==> src/sv/scp_pkg.sv <==
// Package for the skyline contour place unit: sizes, status codes, request codes
// and cell rewrite selects. No dependencies.
`timescale 1ns / 1ps
package scp_pkg;
  localparam int unsigned MaxSegmentsDef = 64;
  localparam int unsigned CoordBitsDef   = 16;

  localparam logic       ReqClear = 1'b0;
  localparam logic       ReqPlace = 1'b1;

  localparam logic [1:0] StatusOk       = 2'd0;
  localparam logic [1:0] StatusFull     = 2'd1;
  localparam logic [1:0] StatusOverflow = 2'd2;

  // Cell rewrite selects
  typedef logic [3:0] cell_sel_t;
  localparam cell_sel_t SelHold    = 4'd0;
  localparam cell_sel_t SelP1      = 4'd1;  // take previous cell
  localparam cell_sel_t SelP2      = 4'd2;  // take cell two back
  localparam cell_sel_t SelN1      = 4'd3;  // take next cell
  localparam cell_sel_t SelBlock   = 4'd4;  // the placed block
  localparam cell_sel_t SelOwnL    = 4'd5;  // own left piece, ends at xl
  localparam cell_sel_t SelOwnR    = 4'd6;  // own right piece, starts at xr
  localparam cell_sel_t SelRightP1 = 4'd7;  // right piece of previous cell
  localparam cell_sel_t SelRightP2 = 4'd8;  // right piece of cell two back
endpackage

==> src/sv/scp_cell.sv <==
// One segment cell of the contour row: holds start, end, height and a valid bit.
// Depends on scp_pkg. Classifies itself against the request and rewrites itself
// from its own value or a neighbor's (up to two places left, one place right).
`timescale 1ns / 1ps
module scp_cell #(
  parameter int unsigned CoordBits = scp_pkg::CoordBitsDef,
  parameter bit          IsFirst   = 1'b0   // cell 0 holds the reset segment
) (
  input  logic                 clk_i,
  input  logic                 rst_ni,
  input  logic                 init_i,     // load reset value
  // request edges
  input  logic [CoordBits-1:0] xl_i,
  input  logic [CoordBits-1:0] xr_i,
  input  logic [CoordBits-1:0] top_i,
  // state of the neighbors
  input  logic [CoordBits-1:0] p1_start_i, p2_start_i,
  input  logic [CoordBits:0]   p1_end_i,   p2_end_i,
  input  logic [CoordBits-1:0] p1_height_i, p2_height_i,
  input  logic                 p1_valid_i, p2_valid_i,
  input  logic [CoordBits-1:0] n1_start_i,
  input  logic [CoordBits:0]   n1_end_i,
  input  logic [CoordBits-1:0] n1_height_i,
  input  logic                 n1_valid_i,
  input  scp_pkg::cell_sel_t   sel_i,      // write select
  output logic [CoordBits-1:0] start_o,
  output logic [CoordBits:0]   end_o,
  output logic [CoordBits-1:0] height_o,
  output logic                 valid_o,
  output logic                 hit_o       // overlaps [xl, xr)
);
  import scp_pkg::*;

  localparam logic [CoordBits:0] EndInit = IsFirst ? {1'b1, {CoordBits{1'b0}}} : '0;

  logic [CoordBits-1:0] start_q, start_d, height_q, height_d;
  logic [CoordBits:0]   end_q, end_d;
  logic                 valid_q, valid_d;

  assign start_o  = start_q;
  assign end_o    = end_q;
  assign height_o = height_q;
  assign valid_o  = valid_q;

  // classification against the request range
  assign hit_o = valid_q && (end_q > {1'b0, xl_i}) && (start_q < xr_i);

  // next value selection
  always_comb begin
    start_d = start_q; end_d = end_q; height_d = height_q; valid_d = valid_q;
    unique case (sel_i)
      SelHold: ;
      SelP1: begin
        start_d = p1_start_i; end_d = p1_end_i; height_d = p1_height_i;
        valid_d = p1_valid_i;
      end
      SelP2: begin
        start_d = p2_start_i; end_d = p2_end_i; height_d = p2_height_i;
        valid_d = p2_valid_i;
      end
      SelN1: begin
        start_d = n1_start_i; end_d = n1_end_i; height_d = n1_height_i;
        valid_d = n1_valid_i;
      end
      SelBlock: begin
        start_d = xl_i; end_d = {1'b0, xr_i}; height_d = top_i; valid_d = 1'b1;
      end
      SelOwnL: begin
        end_d = {1'b0, xl_i};
      end
      SelOwnR: begin
        start_d = xr_i;
      end
      SelRightP1: begin
        start_d = xr_i; valid_d = 1'b1;
        end_d = p1_end_i; height_d = p1_height_i;
      end
      SelRightP2: begin
        start_d = xr_i; valid_d = 1'b1;
        end_d = p2_end_i; height_d = p2_height_i;
      end
      default: ;
    endcase
    if (init_i) begin
      start_d = '0; height_d = '0;
      end_d = EndInit;
      valid_d = IsFirst;
    end
  end

  always_ff @(posedge clk_i or negedge rst_ni) begin
    if (!rst_ni) begin
      valid_q  <= IsFirst;
      start_q  <= '0;
      end_q    <= EndInit;
      height_q <= '0;
    end else begin
      valid_q  <= valid_d;
      start_q  <= start_d;
      end_q    <= end_d;
      height_q <= height_d;
    end
  end
endmodule

==> config.mk <==
export PLATFORM = sky130hd
export DESIGN_NAME = scp_cell
export DESIGN_NICKNAME = d
export VERILOG_FILES = /design/src/sv/scp_pkg.sv /design/src/sv/scp_cell.sv
export SDC_FILE = /design/constraint.sdc
export NUM_CORES = 1
export LEC_CHECK = 0
export BUFFER_PORTS_ARGS = -buffer_cell sky130_fd_sc_hd__buf_2
export CAP_MARGIN = 30
export CORE_MARGIN = 3
export CORE_UTILIZATION = 48
export CTS_CLUSTER_DIAMETER = 30
export DETAILED_ROUTE_END_ITERATION = 8
export GPL_TIMING_DRIVEN = 0
export MAX_ROUTING_LAYER = met4
export PLACE_DENSITY = 0.95
export SETUP_SLACK_MARGIN = 0.5
export SYNTH_ARGS = -nofsm -noshare
export SYNTH_HDL_FRONTEND = slang
export SYNTH_SLANG_ARGS = --single-unit
==> constraint.sdc <==
create_clock -name clk_i -period 6.4 [get_ports clk_i]
set_clock_uncertainty 0.1 [all_clocks]
set_input_delay 0.64 -clock clk_i [delete_from_list [all_inputs] [get_ports clk_i]]
set_output_delay 0.64 -clock clk_i [all_outputs]
set_load 0.005 [all_outputs]
==> impl_metrics.yaml, run 1 <==
sta:
  setup_tns_ps: 0
  finalHoldViolCount: 0
  drv_slew: 0
  min_period_ps: 3370
  fmax_ghz: 0.297
  period_share_pct: 52.6
  tightest_slew_ps: 689
  final.setup.worst_slack_ps: 3030
  holdWs_ps: 220
  rsz0062_at_grt: "no"
  relSlewSlack_pct: 53.8
  finalSetupViolCount: 0
floorplanning:
  die_w_um: 99.7
  die_h_um: 99.7
  dieArea_mm2: 0.00993
  rows: 33
  core_mm2: 0.00838
  io_pins: 256
  initial_core_util_pct: 50.2
routing:
  via_per_inst: 6.37
  firstDrtPassIters: 9
  final_antenna_net_count: 0
  wl_um: 18200
  route.detailed.drc: 0
  drt_iter0_drc: 637
  via_count: 5338
  wire_per_inst_um: 21.7
grt:
  antenna_found_initial: 1
  grtUsageTotal_pct: 36.7
  grt_max_degree: 30
  grt_overflow_total: 0
  grt_pass1_wl_um: 27600
  first_global_vias: 5167
outcome:
  run_status: "finished, final reports clean"
yosys:
  yosysTopAreaCell: "dfrtp_1"
  yosysSeqAreaShare_pct: 29.7
  postSynth.asyncResetShare_pct: 100
  synth_top_family_by_area: "compound AO/OA/AOI/OAI gates"
  synth_area_leaders: "dfrtp_1 30%, a222oi_1 11%, ha_1 9.2%, a22o_1 6.9%, inv_1 6.1%"
  synthAdderAreaFrac_pct: 9.21
  synth-seq-cells: 50
  yosysUniqueCellTypes: 51
  synth_edf_count: 0
  synthFlopType: "dfrtp_1"
  synth_compound_area_share_pct: 37.0
  synth.mux.area_fraction_pct: 0
  synth_top_area_share_pct: 29.7
  syn-num-nets: 705
  ys.warnings.count: 0
  synth_area_mm2: 0.00421
  synth-simple-area-share_pct: 12.6
  synthXorXnorAreaFrac_pct: 0.208
  syn_area_per_cell_um2: 8.98
  syn_inst: 469
cts:
  cts.sinks: 50
  cts-root-buf: "clkbuf_8"
  clockBufferDepth: 2
  clock_latency_ps: 300
  clk_pin_slew_worst_paths_ps: 90
  cts_tree: "built"
  numCtsBuffers: 5
  post_cts_resized: 0
  htree_levels: 2
  cts_setup_buffers: 0
  cts_hold_buf: 0
placement:
  place_area_mm2: 0.00563
  numPortBuffers: 254
  placed_cells: 829
  finalWeightedCongestion: 0.988
  place_hpwl_um: 14800
  dp_slack_ps: 3060
cells_and_area:
  synthToLayoutAreaGrowth_pct: 36.4
  layout_common_cells: "267 x buf_2, 69 x inv_1, 56 x nand2_1"
  postLayoutCellArea_mm2: 0.00574
  fin_cells: 838
  final_common_cell: "buf_2"
  nets: 967
  drive_above_1_share_pct: 41.7
critical_path:
  endpoint_kind: "output pin"
  cp_max_fo: 4
  start_kind: "primary input"
  critPathKind: "in -> out"
  cp.arrival_ps: 2630
  critPathRequiredTime_ps: 5660
power_and_ir_drop:
  power_density_mw_per_mm2: 163
  worst_ir_drop_vdd_v: 0.0000896
  p_leak_nw: 3.26
worst_hold_path:
  hold_path.class: "in -> async"
flow_run:
  max-cap-violations: 0
[Yosys cell counts, types with 6 or more instances]
| library cell | instances |
|---|---|
| ha_1 | 31 |
| a22o_1 | 33 |
| clkbuf_1 | 12 |
| buf_2 | 13 |
| a21o_1 | 21 |
| inv_1 | 69 |
| nand2_1 | 56 |
| a222oi_1 | 48 |
| dfrtp_1 | 50 |
| nor2_1 | 6 |
| nand3_1 | 6 |
| a21oi_1 | 27 |
| o211ai_1 | 9 |
| a221o_1 | 16 |
| o211ai_2 | 9 |
[per-layer routing]
layer,part of all wire [%],vias to the layer above,track usage [%]
met5,0,-,-
met4,3.1,0,10.8
met3,12,58,6.59
met2,48,416,61.0
met1,37,2530,45.5
li1,-,2334,-
[worst max-delay path, stage by stage]
cell and delay (ps):
buf_2 110, inv_1 40, ha_1 310, nand4b_1 220, or4_1 600, nor3_1 250, nor2_1 60, and4b_1 250
buf_2 140
[final timing paths]
check	slack, ps	start	cells past startpoint	endpoint
max	3030	xl_i[15]	9	hit_o
min	220	rst_ni	1	start_o[5]
max reg2reg	5240	valid_o	4	valid_o
min reg2reg	450	start_o[10]	1	start_o[10]
max in group asynchronous	5420	rst_ni	2	start_o[14]
min in group clk_i	450	start_o[10]	1	start_o[10]
[layout make-up]
type                       count  area [um^2]
antenna                        1         2.50
inverter                      69          259
tap                          105          131
clock inverter                 1         30.0
fill                         700         2640
buffer                        36          219
sequential                    50         1250
multi-input combinational    314         2480
clock buffer                   7         76.3
timing repair buffer         255         1290
[report_power, final]
part / internal (mW) / total, mW / switching [mW] / leakage [nW]
clock network: 0.117 / 0.227 / 0.110 / 0.0525
registers: 0.344 / 0.370 / 0.0262 / 0.667
logic: 0.163 / 0.341 / 0.178 / 2.54
[through the flow]
step / utilization, % / total power, mW
5_1_grt: 68.5 / 0.987
3_3_place_gp: 67.0 / 0.698
4_1_cts: 68.5 / 0.937
6_report: 68.5 / 0.939
2_1_floorplan: - / 0.542
3_5_place_dp: 67.2 / 0.710
[cell families (layout without fill, tap and decap cells)]
logic type / Yosys count / count (layout)
AO/OA/AOI/OAI: 183 / 183
XOR/XNOR: 1 / 1
adder cells (fa/ha/maj): 31 / 31
buffers and inverters: 105 / 368
flip-flops: 50 / 50
other: 0 / 1
AND/OR/NAND/NOR: 99 / 99
[state kept, by name, indices dropped and copies added, names as in the netlist]
signal    count
end_o        17
height_o     16
start_o      16
valid_o       1
Note: power is estimated with default switching activity, not from simulation.
==> inputs of run 2 (changes only) <==
--- a/config.mk
+++ b/config.mk
@@ -8,12 +8,12 @@
 export BUFFER_PORTS_ARGS = -buffer_cell sky130_fd_sc_hd__buf_2
 export CAP_MARGIN = 30
 export CORE_MARGIN = 3
-export CORE_UTILIZATION = 48
+export CORE_UTILIZATION = 40
 export CTS_CLUSTER_DIAMETER = 30
 export DETAILED_ROUTE_END_ITERATION = 8
 export GPL_TIMING_DRIVEN = 0
 export MAX_ROUTING_LAYER = met4
-export PLACE_DENSITY = 0.95
+export PLACE_DENSITY = 0.89
 export SETUP_SLACK_MARGIN = 0.5
 export SYNTH_ARGS = -nofsm -noshare
 export SYNTH_HDL_FRONTEND = slang
==> constraint.sdc (replaced) <==
create_clock -name clk_i -period 3 [get_ports clk_i]
set_clock_uncertainty 0.1 [all_clocks]
set_input_delay 0.3 -clock clk_i [delete_from_list [all_inputs] [get_ports clk_i]]
set_output_delay 0.3 -clock clk_i [all_outputs]
set_load 0.005 [all_outputs]
==> run 2 against run 1 <==
The flow now finishes with violations (DRC). First-iteration DRC count grew 15%. Clock power is 91% higher. Utilization down 9.3 points. Combinational power increased by 130%. Count of clock-buffer cells in the layout decreased by 1. Via count down 3.2%. Critical path type is now reg -> out.
==> impl_metrics.yaml, run 2 (synthesized netlist as in run 1, its figures left out) <==
outcome:
  run_status: "finished, violations left"
  violations: "DRC"
placement:
  numPortBuffers: 254
  dp_slack_ps: 271
  finalWeightedCongestion: 0.909
  place_hpwl_um: 14900
power_and_ir_drop:
  power_density_mw_per_mm2: 336
  p_total_mw: 1.99
  p_leak_nw: 3.33
  worst_ir_drop_vdd_v: 0.000188
sta:
  tightest_slew_ps: 770
  fmax_ghz: 0.361
  min_period_ps: 2770
  period_share_pct: 92.5
  finalHoldViolCount: 0
  drv_slew: 0
  setup_tns_ps: 0
  relSlewSlack_pct: 48.4
  final.setup.worst_slack_ps: 226
  rsz0062_at_grt: "yes"
  finalSetupViolCount: 0
grt:
  antenna_found_initial: 1
  grt_max_degree: 31
  first_global_vias: 4950
  grt_pass1_wl_um: 27000
  grtUsageTotal_pct: 31.1
  grt_overflow_total: 0
critical_path:
  critPathRequiredTime_ps: 2600
  rr_worst_depth: 4
  endpoint_kind: "output pin"
  critPathKind: "reg -> out"
  cp_cell_sequence: "ha_4 -> nand4_1 -> or4_4 -> o211ai_1 -> and4b_1 -> buf_2"
  cp_max_fo: 2
  cpPeakStageDelay_ps: 560
  start_kind: "flop"
  regToRegEndpoint: "valid_o"
  critPathTopFamily: "simple AND/OR/NAND/NOR gates"
  worst_path_max_delay_cell: "or4_4"
  path_buf_inv: 1
  cp.arrival_ps: 2370
  r2r_start: "valid_o"
  r2r_setup_slack_ps: 1840
routing:
  final_antenna_net_count: 0
  via_per_inst: 5.88
  wire_per_inst_um: 21.3
  via_count: 5168
  drt_iter0_drc: 733
  route.detailed.drc: 8
  wl_um: 18700
  firstDrtPassIters: 9
cells_and_area:
  final_util_pct: 59.2
  drive_above_1_share_pct: 43.5
  nets: 980
  synthToLayoutAreaGrowth_pct: 40.6
  layout_common_cells: "267 x buf_2, 69 x inv_1, 56 x nand2_1"
  final_common_cell: "buf_2"
  largest_reg_flops: 17
cts:
  clock_latency_ps: 310
  clk_pin_slew_worst_paths_ps: 100
  clockBufferDepth: 2
  cts.sinks: 50
  cts_tree: "built"
  cts-root-buf: "clkbuf_8"
  numCtsBuffers: 5
  htree_levels: 2
floorplanning:
  dieArea_mm2: 0.0118
  die_h_um: 109
  initial_core_util_pct: 42.1
  io_pins: 256
  die_w_um: 109
  rows: 36
  core_mm2: 0.0100
worst_hold_path:
  hold_path.class: "in -> reg"
  hp-start: "top_i[11]"
  min_to: "height_o[11]"
  hold_depth: 3
flow_run:
  max-cap-violations: 0
==> run 2: cell count changes in the layout (fill, tap and decap cells not counted), moves of 2 or more <==
cell and change:
buf_4 +12, clkbuf_1 -2, ha_1 -3, ha_4 +3
==> run 2: timing repair <==
action	in CTS	in global routing
setup endpoints to repair	1	1
pin swaps	9	2
resized for setup	5	2
buffers inserted	12	0
hold buffers	1	0
endpoints found under the hold margin	20	0
==> run 2: per-stage QoR <==
step,instance area [um^2],hold slack (ps),cells
final,5920,174,879
after global routing,5920,185,879
after CTS,5900,173,878
after detailed placement,5670,202,857
after global placement,5650,410,856
after floorplan,4210,-95.6,469
==> run 2: layout make-up <==
| class | count | area (um^2) |
|---|---|---|
| antenna | 1 | 2.50 |
| buffer | 36 | 219 |
| clock buffer | 6 | 82.6 |
| clock inverter | 2 | 12.5 |
| fill | 987 | 4080 |
| inverter | 69 | 259 |
| multi-input combinational | 314 | 2540 |
| sequential | 50 | 1250 |
| tap | 133 | 166 |
| timing repair buffer | 268 | 1390 |
==> run 2: where the power goes <==
group / leakage [nW] / internal [mW] / switching (mW)
Combinational: 2.62 / 0.374 / 0.399
Sequential: 0.667 / 0.733 / 0.0509
Clock: 0.0472 / 0.186 / 0.246
==> run 2: how the worst max path moves through the flow <==
stage | start | end | slack (ps) | depth (start not counted)
floorplan | end_o[15] | hit_o | 790 | 6
CTS | end_o[11] | hit_o | 270 | 6
finish | end_o[11] | hit_o | 230 | 6
global placement | xl_i[15] | hit_o | 300 | 9
global route | end_o[10] | hit_o | 150 | 6
detailed placement | xl_i[15] | hit_o | 270 | 9
==> run 2: worst min-delay path, cell delays in order <==
cell and delay, ps:
buf_2 80, a222oi_1 50, a21oi_1 120
==> run 2: per-layer routing <==
| metal | global-route usage, % | wire (um) | vias to the layer above |
|---|---|---|---|
| met4 | 9.47 | 503 | 0 |
| met5 | - | 0 | - |
| met3 | 5.74 | 1920 | 33 |
| met1 | 39.1 | 7460 | 2419 |
| met2 | 51.1 | 8830 | 355 |
| li1 | - | - | 2361 |
